$ cat config.mk
export PLATFORM = sky130hd
export DESIGN_NAME = telemetry_frame_serializer_top
export DESIGN_NICKNAME = d
export VERILOG_FILES = /design/src/design/tfs_pkg.sv /design/src/design/tfs_shift.sv /design/src/design/tfs_check.sv /design/src/design/telemetry_frame_serializer_top.sv
export VERILOG_INCLUDE_DIRS = /design/src /design/src/design
export SDC_FILE = /design/constraint.sdc
export NUM_CORES = 1
export LEC_CHECK = 0
export BUFFER_PORTS_ARGS = -buffer_cell sky130_fd_sc_hd__clkbuf_2
export CORE_UTILIZATION = 53
export DETAILED_ROUTE_END_ITERATION = 8
export PLACE_DENSITY = 0.76
export SETUP_SLACK_MARGIN = 0.3
export SYNTH_ARGS = -nofsm -noshare
export SYNTH_HDL_FRONTEND = slang
export SYNTH_SLANG_ARGS = --single-unit
$ cat constraint.sdc
create_clock -name clk -period 11.6 [get_ports clk]
set_input_delay 1.16 -clock clk [delete_from_list [all_inputs] [get_ports clk]]
set_output_delay 1.16 -clock clk [all_outputs]
set_load 0.02 [all_outputs]
$ cat src/design/telemetry_frame_serializer_top_assert.svh
// Assertion macros for the telemetry frame serializer.
// Setting ASSERT_OFF turns every check into an empty statement.
`ifndef TELEMETRY_FRAME_SERIALIZER_TOP_ASSERT_SVH
`define TELEMETRY_FRAME_SERIALIZER_TOP_ASSERT_SVH

`ifndef ASSERT_OFF

`define TFS_ASSERT_SAME(label, clk, rst, cond, prop, msg) \
  label: assert property (@(posedge clk) disable iff (rst) (cond) |-> (prop)) \
    else $error(msg);

`define TFS_ASSERT_NEXT(label, clk, rst, cond, prop, msg) \
  label: assert property (@(posedge clk) disable iff (rst) (cond) |=> (prop)) \
    else $error(msg);

`else

`define TFS_ASSERT_SAME(label, clk, rst, cond, prop, msg)

`define TFS_ASSERT_NEXT(label, clk, rst, cond, prop, msg)

`endif

`endif

$ cat src/design/tfs_pkg.sv
`default_nettype none

package tfs_pkg;

  localparam int unsigned PAYLOAD_MAX_BYTES = 14;
  localparam int unsigned PAYLOAD_W = PAYLOAD_MAX_BYTES * 8;

  localparam logic [7:0] HEADER_BYTE = 8'hAA;
  localparam logic [7:0] DEST_RESET = 8'hFF;

  // Frame type codes carried on the opcode field.
  localparam logic [2:0] OP_CUSTOM = 3'd0;
  localparam logic [2:0] OP_IMU = 3'd1;
  localparam logic [2:0] OP_BARO = 3'd2;
  localparam logic [2:0] OP_EULER = 3'd3;
  localparam logic [2:0] OP_QUAT = 3'd4;
  localparam logic [2:0] OP_ALT = 3'd5;

  // Command bytes sent on the wire.
  localparam logic [7:0] CMD_CUSTOM = 8'hF1;
  localparam logic [7:0] CMD_IMU = 8'h01;
  localparam logic [7:0] CMD_BARO = 8'h02;
  localparam logic [7:0] CMD_EULER = 8'h03;
  localparam logic [7:0] CMD_QUAT = 8'h04;
  localparam logic [7:0] CMD_ALT = 8'h05;

  // Payload lengths in bytes.
  localparam logic [3:0] LEN_CUSTOM = 4'd8;
  localparam logic [3:0] LEN_IMU = 4'd13;
  localparam logic [3:0] LEN_BARO = 4'd14;
  localparam logic [3:0] LEN_EULER = 4'd7;
  localparam logic [3:0] LEN_QUAT = 4'd9;
  localparam logic [3:0] LEN_ALT = 4'd9;

  typedef struct packed {
    logic [2:0]         opcode;
    logic signed [31:0] value_0;
    logic signed [31:0] value_1;
    logic signed [31:0] value_2;
    logic signed [31:0] value_3;
    logic signed [31:0] value_4;
    logic signed [31:0] value_5;
    logic [7:0]         status_0;
    logic [7:0]         status_1;
  } request_t;

  typedef struct packed {
    logic [7:0] frame_byte;
    logic       last_byte;
  } result_t;

  typedef logic [PAYLOAD_W-1:0] payload_t;

  function automatic logic op_valid(input logic [2:0] op);
    return (op == OP_CUSTOM) || (op == OP_IMU) || (op == OP_BARO) ||
           (op == OP_EULER) || (op == OP_QUAT) || (op == OP_ALT);
  endfunction

  function automatic logic [7:0] frame_cmd(input logic [2:0] op);
    logic [7:0] c;
    unique case (op)
      OP_CUSTOM: c = CMD_CUSTOM;
      OP_IMU:    c = CMD_IMU;
      OP_BARO:   c = CMD_BARO;
      OP_EULER:  c = CMD_EULER;
      OP_QUAT:   c = CMD_QUAT;
      OP_ALT:    c = CMD_ALT;
      default:   c = 8'h00;
    endcase
    return c;
  endfunction

  function automatic logic [3:0] payload_len(input logic [2:0] op);
    logic [3:0] n;
    unique case (op)
      OP_CUSTOM: n = LEN_CUSTOM;
      OP_IMU:    n = LEN_IMU;
      OP_BARO:   n = LEN_BARO;
      OP_EULER:  n = LEN_EULER;
      OP_QUAT:   n = LEN_QUAT;
      OP_ALT:    n = LEN_ALT;
      default:   n = 4'd0;
    endcase
    return n;
  endfunction

  // Lays the payload out so that byte 0 of the frame payload sits in bits 7:0.
  function automatic payload_t pack_payload(input request_t r);
    payload_t p;
    unique case (r.opcode)
      OP_CUSTOM: p = {48'd0, r.value_2, r.value_1[15:0], r.value_0[15:0]};
      OP_IMU:    p = {8'd0, r.status_0, r.value_5[15:0], r.value_4[15:0],
                      r.value_3[15:0], r.value_2[15:0], r.value_1[15:0],
                      r.value_0[15:0]};
      OP_BARO:   p = {r.status_1, r.status_0, r.value_4[15:0], r.value_3,
                      r.value_2[15:0], r.value_1[15:0], r.value_0[15:0]};
      OP_EULER:  p = {56'd0, r.status_0, r.value_2[15:0], r.value_1[15:0],
                      r.value_0[15:0]};
      OP_QUAT:   p = {40'd0, r.status_0, r.value_3[15:0], r.value_2[15:0],
                      r.value_1[15:0], r.value_0[15:0]};
      OP_ALT:    p = {40'd0, r.status_0, r.value_1, r.value_0};
      default:   p = '0;
    endcase
    return p;
  endfunction

endpackage

`default_nettype wire

$ cat src/design/tfs_shift.sv
`default_nettype none

// Payload shift register: loaded in parallel, emptied one byte per cycle while shift is high.
module tfs_shift (
  input  wire logic              clk,
  input  wire logic              load,
  input  wire tfs_pkg::payload_t load_data,
  input  wire logic              shift,
  output logic [7:0]             data_byte
);
  import tfs_pkg::*;

  payload_t sreg;

  always_ff @(posedge clk) begin
    if (load) begin
      sreg <= load_data;
    end else if (shift) begin
      sreg <= {8'd0, sreg[PAYLOAD_W-1:8]};
    end
  end

  assign data_byte = sreg[7:0];

endmodule

`default_nettype wire

$ cat src/design/tfs_check.sv
`default_nettype none

// Running sum and sum of running sums, one byte per cycle while update is high.
module tfs_check (
  input  wire logic       clk,
  input  wire logic       clear,
  input  wire logic       update,
  input  wire logic [7:0] data_byte,
  output logic [7:0]      sum_check,
  output logic [7:0]      add_check
);
  import tfs_pkg::*;

  logic [7:0] sum_next;

  assign sum_next = sum_check + data_byte;

  always_ff @(posedge clk) begin
    if (clear) begin
      sum_check <= 8'd0;
      add_check <= 8'd0;
    end else if (update) begin
      sum_check <= sum_next;
      add_check <= add_check + sum_next;
    end
  end

endmodule

`default_nettype wire

$ cat src/design/telemetry_frame_serializer_top.sv
// Telemetry frame serializer: one request in, one frame out, a byte per cycle.
// The header byte is registered onto the result port after the sequencer enters the
// header position. Frames are 13 to 20 bytes long; busy falls in the cycle that
// produces the add-check byte, so frames run gap-free. Results cannot be stalled.
// Reset clears the sequencer and strobe and sets dest_address to 0xFF; frame
// types 6 and 7 are accepted and produce nothing.
`default_nettype none

`include "telemetry_frame_serializer_top_assert.svh"

module telemetry_frame_serializer_top (
  input  wire logic              clk,
  input  wire logic              rst,
  input  wire logic              start,
  output logic                   busy,
  input  wire tfs_pkg::request_t request,
  output tfs_pkg::result_t       result,
  output logic                   result_strobe,
  input  wire logic              cfg_valid,
  output logic                   cfg_ready,
  input  wire logic [7:0]        cfg_data
);
  import tfs_pkg::*;

  // Fixed byte positions at the head of every frame.
  localparam logic [4:0] POS_HEADER = 5'd0;
  localparam logic [4:0] POS_DEST = 5'd1;
  localparam logic [4:0] POS_CMD = 5'd2;
  localparam logic [4:0] POS_LEN = 5'd3;
  localparam logic [4:0] POS_PAYLOAD = 5'd4;

  // Sequencer registers. The index counts frame bytes; last_idx marks the
  // add-check byte, and the sum-check byte sits one place before it.
  logic       active;
  logic [4:0] idx;
  logic [4:0] last_idx;
  logic [3:0] pay_len;
  logic [7:0] cmd_byte;
  logic [7:0] dest_address;

  logic       accept;
  logic       load;
  logic [4:0] sum_idx;
  logic       in_body;
  logic       shift_en;
  logic [7:0] pay_byte;
  logic [7:0] sum_check;
  logic [7:0] add_check;
  logic [7:0] byte_next;

  // The block can take the next request while the add-check byte of the
  // current frame is being registered.
  assign busy = active && (idx != last_idx);
  assign accept = start && !busy;
  assign load = accept && op_valid(request.opcode);

  // Configuration transfers are taken whenever no frame is in flight.
  assign cfg_ready = !active;

  assign sum_idx = last_idx - 5'd1;
  assign in_body = active && (idx < sum_idx);
  assign shift_en = in_body && (idx >= POS_PAYLOAD);

  tfs_shift u_shift (
    .clk       (clk),
    .load      (load),
    .load_data (pack_payload(request)),
    .shift     (shift_en),
    .data_byte (pay_byte)
  );

  // Both check bytes cover header through the end of the payload.
  tfs_check u_check (
    .clk       (clk),
    .clear     (load),
    .update    (in_body),
    .data_byte (byte_next),
    .sum_check (sum_check),
    .add_check (add_check)
  );

  // Byte selection for the current frame position.
  always_comb begin
    priority if (idx == POS_HEADER) begin
      byte_next = HEADER_BYTE;
    end else if (idx == POS_DEST) begin
      byte_next = dest_address;
    end else if (idx == POS_CMD) begin
      byte_next = cmd_byte;
    end else if (idx == POS_LEN) begin
      byte_next = {4'd0, pay_len};
    end else if (idx < sum_idx) begin
      byte_next = pay_byte;
    end else if (idx == sum_idx) begin
      byte_next = sum_check;
    end else begin
      byte_next = add_check;
    end
  end

  // Sequencer, output register and the destination register.
  always_ff @(posedge clk) begin
    if (rst) begin
      active <= 1'b0;
      idx <= POS_HEADER;
      last_idx <= 5'd0;
      result_strobe <= 1'b0;
      dest_address <= DEST_RESET;
    end else begin
      if (cfg_valid && cfg_ready) begin
        dest_address <= cfg_data;
      end
      result_strobe <= active;
      if (load) begin
        active <= 1'b1;
        idx <= POS_HEADER;
        last_idx <= {1'b0, payload_len(request.opcode)} + 5'd5;
      end else if (active) begin
        if (idx == last_idx) begin
          active <= 1'b0;
        end else begin
          idx <= idx + 5'd1;
        end
      end
    end
  end

  // Payload-side registers need no reset; the strobe qualifies them.
  always_ff @(posedge clk) begin
    result.frame_byte <= byte_next;
    result.last_byte <= active && (idx == last_idx);
    if (load) begin
      pay_len <= payload_len(request.opcode);
      cmd_byte <= frame_cmd(request.opcode);
    end
  end

  // A frame always opens with the header: the sequencer enters the header
  // position, and the byte is registered onto the ports after it.
  `TFS_ASSERT_NEXT(a_header_first, clk, rst, load,
    1'b1 ##1 (result_strobe && (result.frame_byte == HEADER_BYTE) && !result.last_byte),
    "frame did not start with the header byte")

  // The add-check position produces the end-of-frame mark.
  `TFS_ASSERT_NEXT(a_last_marked, clk, rst, active && (idx == last_idx),
    result_strobe && result.last_byte, "add-check byte not marked as last")

  // The end-of-frame mark never appears without a strobe.
  `TFS_ASSERT_SAME(a_last_strobed, clk, rst, result.last_byte,
    result_strobe, "last_byte raised outside a result transfer")

endmodule

`default_nettype wire
==> results of run 1 <==
final timing paths:
path                                          start                                 to  slack (ps)  cells past startpoint
setup / recovery           last_idx[0]$_SDFFE_PP0P_  u_check.add_check[7]$_SDFFE_PP0P_        5240                     27
hold / removal    u_check.add_check[0]$_SDFFE_PP0P_  u_check.add_check[0]$_SDFFE_PP0P_         480                      2
setup reg to reg           last_idx[0]$_SDFFE_PP0P_  u_check.add_check[7]$_SDFFE_PP0P_        5240                     27
hold reg to reg   u_check.add_check[0]$_SDFFE_PP0P_  u_check.add_check[0]$_SDFFE_PP0P_         480                      2
kinds of logic (layout without fill, tap and decap cells):
logic type	count (synthesis)	after routing	share of synthesized area
mux	21	21	0.02457
simple gates	358	358	0.1735
compound gates	233	233	0.1836
fa+ha+maj	28	28	0.04172
xor+xnor	21	21	0.02100
flops	165	165	0.5144
buf+inv	85	260	0.04129
layout make-up:
| cell class | instances | area [sq um] |
|---|---|---|
| Multi-Input combinational cell | 661 | 3921 |
| Timing Repair Buffer | 210 | 1071 |
| Clock buffer | 17 | 425.4 |
| Fill cell | 1369 | 5607 |
| Clock inverter | 15 | 132.6 |
| Inverter | 18 | 68.82 |
| Tap cell | 216 | 270.3 |
| Sequential cell | 165 | 4504 |
registers in the layout (all words and copies together), names as in the netlist:
| name | cells |
|---|---|
| last_idx | 5 |
| pay_len | 4 |
| u_check.add_check | 8 |
| active | 1 |
| result_strobe | 1 |
| cmd_byte | 4 |
| u_check.sum_check | 8 |
| idx | 5 |
| dest_address | 8 |
| result | 9 |
| u_shift.sreg | 112 |
synthesized netlist by cell type, types with 4 or more instances:
library cell  number  area (sq um)
a21oi_1           51         255.2
a21boi_0           4         30.03
nand3_1           13         65.06
inv_1             17         63.81
edfxtp_1         120          3603
a22o_1             9         78.83
clkbuf_1          37         138.9
and3_1            11         68.82
dfxtp_1           45         900.9
mux2i_1           17         170.2
a211o_1            9         78.83
ha_1              26         325.3
a221oi_1          56         490.5
and2_1             4         25.02
nor2_1           141         529.3
xor2_1             5         43.79
a222oi_1           8         80.08
xnor2_1           16         140.1
a211oi_1          20         150.1
a21o_1             4         30.03
nor2b_1           26         162.7
nor3_1            11         55.05
buf_2             28         140.1
mux2_2             4         45.04
a22oi_1           11         82.58
o21ai_0           48         240.2
nand2_1          140         525.5
power by group through the flow:
stage	clock network, uW	registers [uW]	logic [uW]
global placement	0	758	348
floorplan	0	762	259
global route	561	753	410
CTS	538	747	362
finish	532	747	362
detailed placement	0	759	357
critical path: stages, from the launching register on:
cell      delay, ps
dfxtp_1         350
inv_1            80
ha_1            230
xnor2_1         140
ha_1            320
and3_4          190
a31o_1          250
nor2_1          600
mux2_2          280
mux2i_1          70
a211o_1         290
a21boi_0        300
ha_1            240
inv_1            60
fa_1            430
nor2b_1         120
o21ai_0         110
a21boi_0        270
o21ai_0         160
a21o_1          210
and2_1          140
ha_1            210
nor3_1          180
o21ai_0         160
and3_1          220
or3_1           300
mux2i_1         170
mux2i_1         190
per-layer routing:
metal  vias up  GRT usage  wire length [microns]
met1      3436     0.3308                   9075
li1       3656          -                      -
met2       283     0.4320                  10620
met3        42    0.05985                   1381
met4         4    0.07911                    454
met5         -          0                     27
per-stage QoR:
| step | hold slack (ps) | setup slack, ps | util | cell area [sq um] |
|---|---|---|---|---|
| 6_report | 476.9 | 5245 | 0.6496 | 10390 |
| 5_1_grt | 509.8 | 4717 | 0.6496 | 10390 |
| 2_1_floorplan | 442.1 | 1085 | - | 8757 |
| 3_5_place_dp | 471.8 | 5362 | 0.6147 | 9836 |
| 3_3_place_gp | 462.3 | 5549 | 0.6147 | 9836 |
| 4_1_cts | 480.9 | 5264 | 0.6496 | 10390 |
==> key figures, run 1 <==
Run status
  • Status: complete, no violations

Global route
  • Vias in the first global route: 6714
  • Largest net degree at the start of global routing: 113
  • Initial antenna violation count: 2
  • Overflow after GRT: 0
  • Total GRT Usage: 0.2574
  • First-pass GRT wire length: 33.19 mm

STA
  • Slew Limit Fails: 0
  • Setup TNS: 0 ps
  • Clock skew: 6.938 ps
  • Slew headroom: 0.1446
  • # setup viols final: 0
  • Final Hold Viols: 0
  • RSZ-0062 raised after global routing: false
  • Final period util: 0.5479
  • Tmin final: 6355 ps
  • Fmax: 157.4 MHz
  • Worst-Margin Slew: 1283 ps

Clocking
  • Root Driver: clkbuf_16
  • Num CTS Buffers: 17
  • CTS Hold Buffers Added: 0
  • CTS tree: built
  • Num Clock Sinks: 165
  • Later-pin clock latency in the skew report: 420 ps
  • H-tree Lvls: 4
  • Bufs on Longest Clock Path: 2
  • Number of gates resized after cts: 0
  • Clock transition at path regs: 70 ps
  • Post-CTS Setup Bufs: 0

Min path
  • Worst min path class: flip-flop to flip-flop

Placed design
  • Port Buffer Count: 202
  • Post-detail-place hpwl: 15.17 mm
  • Placed cells: 1270
  • GPL Wtd Cong: 0.8243

Die
  • Core area: 16000 sq um
  • IO Count: 235
  • Effective utilization at floorplan: 0.5473
  • Die area: 17040 sq um
  • Die Y: 130.5 microns
  • Site Rows: 46
  • DIE WIDTH: 130.5 microns

Power
  • Worst vdd ir: 114.2 uV
  • Sequential Power Share: 0.455
  • Pwr/cell area: 157.8 nW/um^2
  • Pleak: 0.004340 uW
  • Power Total: 1640 uW
  • P_int: 1163 uW
  • Switch share: 0.2909
  • Comb pwr share: 0.221
  • NetSw: 477.2 uW
  • Clock group share of total power: 0.324

Job
  • Max-cap viol count: 0

Worst setup path
  • CP arrival: 6710 ps
  • Critical path class: flip-flop to flip-flop
  • Startpoint Class: flip-flop
  • CP required: 11950 ps
  • CP endpoint kind: flip-flop
  • CP max FO: 12

Yosys
  • Post-synth EDFFs: 120
  • Mapped Nets: 1162
  • Synth cell types: 47
  • Yosys warns: 0
  • Seq/Total Area, Yosys: 0.5144
  • Synth Cell Area: 8757 sq um
  • Mapped Cells: 911
  • Avg Inst Size Synth: 9.613 sq um
  • Synthesized flop and latch total: 165
  • Post-synth top flop: edfxtp_1
  • Share of flip-flops with an asynchronous set or reset: 0

Route
  • First-pass iteration count of the detailed router: 5
  • Aggregate routed wire length: 21.56 mm
  • DRT iter0 DRCs: 677
  • Routed len/inst: 16.56 microns
  • ANT nets after route: 0
  • DR vias: 7421
  • Post-route DRC: 0
  • DR vias/cell: 5.700

Final layout
  • N_diodes: 0
  • Commonest cells after routing, fill and taps aside: clkbuf_2, nor2_1, nand2_1
  • Nets: 1324
  • Most common cell after layout, fill and taps aside: clkbuf_2
  • Area grow syn2layout: 18.69%
  • Final std cells w/o fill: 1302
  • Share of post-route cells with drive strength above 1: 0.2330
Note: power is estimated with default switching activity, not from simulation.
==> run 2, diff against run 1 <==
- ABC_AREA: default -> 1
- CORE_UTILIZATION: 53 -> 49
- PLACE_DENSITY: 0.76 -> 0.74
- clock period: 11.6 -> 5.4 ns (I/O delays scaled with it)
==> key figures, run 2 <==
Run status
  • Status: complete, no violations

Min path
  • Worst min path class: input port to flip-flop
  • Source of the worst hold timing path: cfg_data[6]

Route
  • DRT iter0 DRCs: 660 (-2.5%)
  • Routed len/inst: 15.36 microns (-7.2%)
  • Post-route DRC: 0 (unchanged)
  • DR vias/cell: 5.271 (-7.5%)
  • DR vias: 8101 (+9.2%)
  • First-pass iteration count of the detailed router: 5 (unchanged)
  • Aggregate routed wire length: 23.61 mm (+9.5%)
  • ANT nets after route: 0 (unchanged)

Global route
  • Total GRT Usage: 0.2506 (-0.006839)
  • Overflow after GRT: 0 (unchanged)
  • Vias in the first global route: 7550 (+12%)
  • Largest net degree at the start of global routing: 81 (-28%)
  • First-pass GRT wire length: 37.29 mm (+12%)
  • Initial antenna violation count: 0 (-2)

STA
  • Slew headroom: 0.4672 (+0.3225)
  • RSZ-0062 raised after global routing: false
  • Tmin final: 4764 ps (-1592 ps)
  • Final Hold Viols: 0 (unchanged)
  • Setup TNS: 0 ps (unchanged)
  • Slew Limit Fails: 0 (unchanged)
  • Fmax: 209.9 MHz (+33%)
  • # setup viols final: 0 (unchanged)
  • Final period util: 0.8821 (+0.3343)
  • Worst-Margin Slew: 799.3 ps (-483.6 ps)
  • Clock skew: 8.318 ps (+1.379 ps)

Yosys
  • Post-synth EDFFs: 120 (unchanged)
  • Top-count cell post-synth: nand2_1
  • Post-synth top flop: edfxtp_1
  • Synth cell types: 47 (unchanged)
  • Share of flip-flops with an asynchronous set or reset: 0 (unchanged)
  • Yosys warns: 0 (unchanged)
  • Mapped Nets: 1357 (+17%)
  • Synth Cell Area: 9067 sq um (+3.5%)
  • Avg Inst Size Synth: 8.198 sq um (-15%)
  • Synth top cells by count: nand2_1, edfxtp_1, o21ai_0, inv_1, dfxtp_1
  • Synth area leader: edfxtp_1
  • Mapped Cells: 1106 (+21%)
  • Synthesized flop and latch total: 165 (unchanged)
  • Seq/Total Area, Yosys: 0.4968 (-0.01760)
  • Synth top area share: 0.3974 (-0.01408)
  • Synth top area cells: edfxtp_1, nand2_1, dfxtp_1, o21ai_0, inv_1

Final layout
  • Nets: 1546 (+17%)
  • Area of the multi-input gates: 3939 sq um (+0.45%)
  • Commonest cells after routing, fill and taps aside: nand2_1, clkbuf_2, edfxtp_1
  • Largest regs: u_shift.sreg (112), result (9)
  • Max reg flops: 112 (unchanged)
  • N_diodes: 0 (unchanged)
  • Area grow syn2layout: 20.23%
  • Final design utilization: 0.6048 (-0.04478)
  • Most flops, register: u_shift.sreg
  • Fillers: 1631 (+19%)
  • Register area: 4504 sq um (unchanged)
  • Share of post-route cells with drive strength above 1: 0.2301 (-0.002843)
  • Most common cell after layout, fill and taps aside: nand2_1

Clocking
  • Num CTS Buffers: 17 (unchanged)
  • CTS tree: built
  • CTS Hold Buffers Added: 0 (unchanged)
  • Bufs on Longest Clock Path: 2 (unchanged)
  • Num Clock Sinks: 165 (unchanged)
  • H-tree Lvls: 4 (unchanged)
  • Clock transition at path regs: 70 ps (about the same)
  • Later-pin clock latency in the skew report: 430 ps (about the same)
  • Root Driver: clkbuf_16

Die
  • Core area: 18020 sq um (+13%)
  • Site Rows: 49 (+6.5%)
  • Die Y: 138.0 microns (+5.7%)
  • Effective utilization at floorplan: 0.5031 (-0.04426)
  • Die area: 19050 sq um (+12%)
  • IO Count: 235 (unchanged)
  • DIE WIDTH: 138.0 microns (+5.7%)

Worst setup path
  • Critical path class: flip-flop to flip-flop
  • CP endpoint kind: flip-flop
  • CP max-delay cell: fa_2
  • Slowest cell delay on critical path: 520 ps (-80 ps)
  • CP max FO: 6 (-6)
  • CP required: 5730 ps (-6220 ps)
  • Reg-to-Reg Start: last_idx[1]$_SDFFE_PP0P_
  • Top cell by count, worst path: nand2_1
  • Startpoint Class: flip-flop
  • CP arrival: 5090 ps (-1620 ps)
  • Setup crit start: last_idx[1]$_SDFFE_PP0P_

Power
  • Comb pwr share: 0.209 (-0.012)
  • Pwr/cell area: 332.0 nW/um^2 (+110%)
  • NetSw: 1063 uW (+120%)
  • Switch share: 0.2936 (+0.002696)
  • Power Total: 3620 uW (+120%)
  • Worst vdd ir: 366.0 uV (+220%)
  • Sequential Power Share: 0.440 (-0.015)
  • P_int: 2557 uW (+120%)
  • Pleak: 0.005178 uW (+19%)
  • Clock group share of total power: 0.351 (+0.027)

Placed design
  • Port Buffer Count: 202 (unchanged)
  • Post-detail-place hpwl: 17.17 mm (+13%)
  • GPL Wtd Cong: 0.9128 (+11%)

Job
  • Max-cap viol count: 0 (unchanged)
## run 2: worst max-delay path, delay by kind of cell, from the launching register on
kind | cells | cell delay [ps]
adders and majority gates | 5 | 1660
AOI/OAI and AO/OA | 6 | 1190
and+or+nand+nor | 11 | 960
buffers and inverters | 5 | 340
DFF | 1 | 330
xor gates and xnor gates | 1 | 170
## run 2: logic make-up after synthesis
logic type               share of synthesized area
flip-flops                                  0.4968
AND/OR/NAND/NOR                             0.2509
AO/OA/AOI/OAI                               0.1250
adder cells (fa/ha/maj)                    0.04029
XOR/XNOR                                   0.01062
buffers and inverters                      0.07644
## run 2: final cells by class
type | instances | share of cell area
clock inverters | 15 | 0.01756
flip-flops and latches | 165 | 0.4132
multi-input cells | 785 | 0.3613
repair buffers | 219 | 0.1056
well taps | 229 | 0.02628
clock buffers | 17 | 0.03902
inverters | 107 | 0.03707
## run 2: path summary, 6_finish.rpt
check	end	cells after the start	slack, ps
hold reg to reg	dest_address[0]$_SDFFE_PP1P_	2	470
setup reg to reg	u_check.add_check[6]$_SDFFE_PP0P_	28	640
setup / recovery	u_check.add_check[6]$_SDFFE_PP0P_	28	640
hold / removal	dest_address[6]$_SDFFE_PP1P_	3	310
## run 2: power by group through the flow
stage | combinational (uW) | clock [uW] | sequential, uW
after CTS | 729 | 1290 | 1590
after global routing | 858 | 1330 | 1610
final | 755 | 1270 | 1590
after detailed placement | 721 | 0 | 1620
after floorplan | 514 | 0 | 1600
after global placement | 704 | 0 | 1610
## run 2: routing by layer
layer  up-vias  GRT usage  routed length [microns]
li1       4035          -                        -
met1      3679     0.3163                     9710
met2       345     0.4271                    11700
met3        42    0.05092                     1647
met4         0    0.08676                      558
met5         -          0                        0
## run 2: repair_timing
item / in CTS / in global routing
buffers inserted: 0 / 5
endpoints found under the setup margin: 0 / 3
resized for setup: 0 / 14
## run 2: per-stage QoR
stage	hold WS, ps	instance area, sq um	std cells	setup slack, ps
detailed placement	455.5	10200	1500	485.0
CTS	295.1	10820	1532	388.1
floorplan	436.7	9079	1106	873.8
finish	305.8	10900	1537	636.5
global placement	456.9	10200	1500	598.4
global route	313.2	10900	1537	276.3
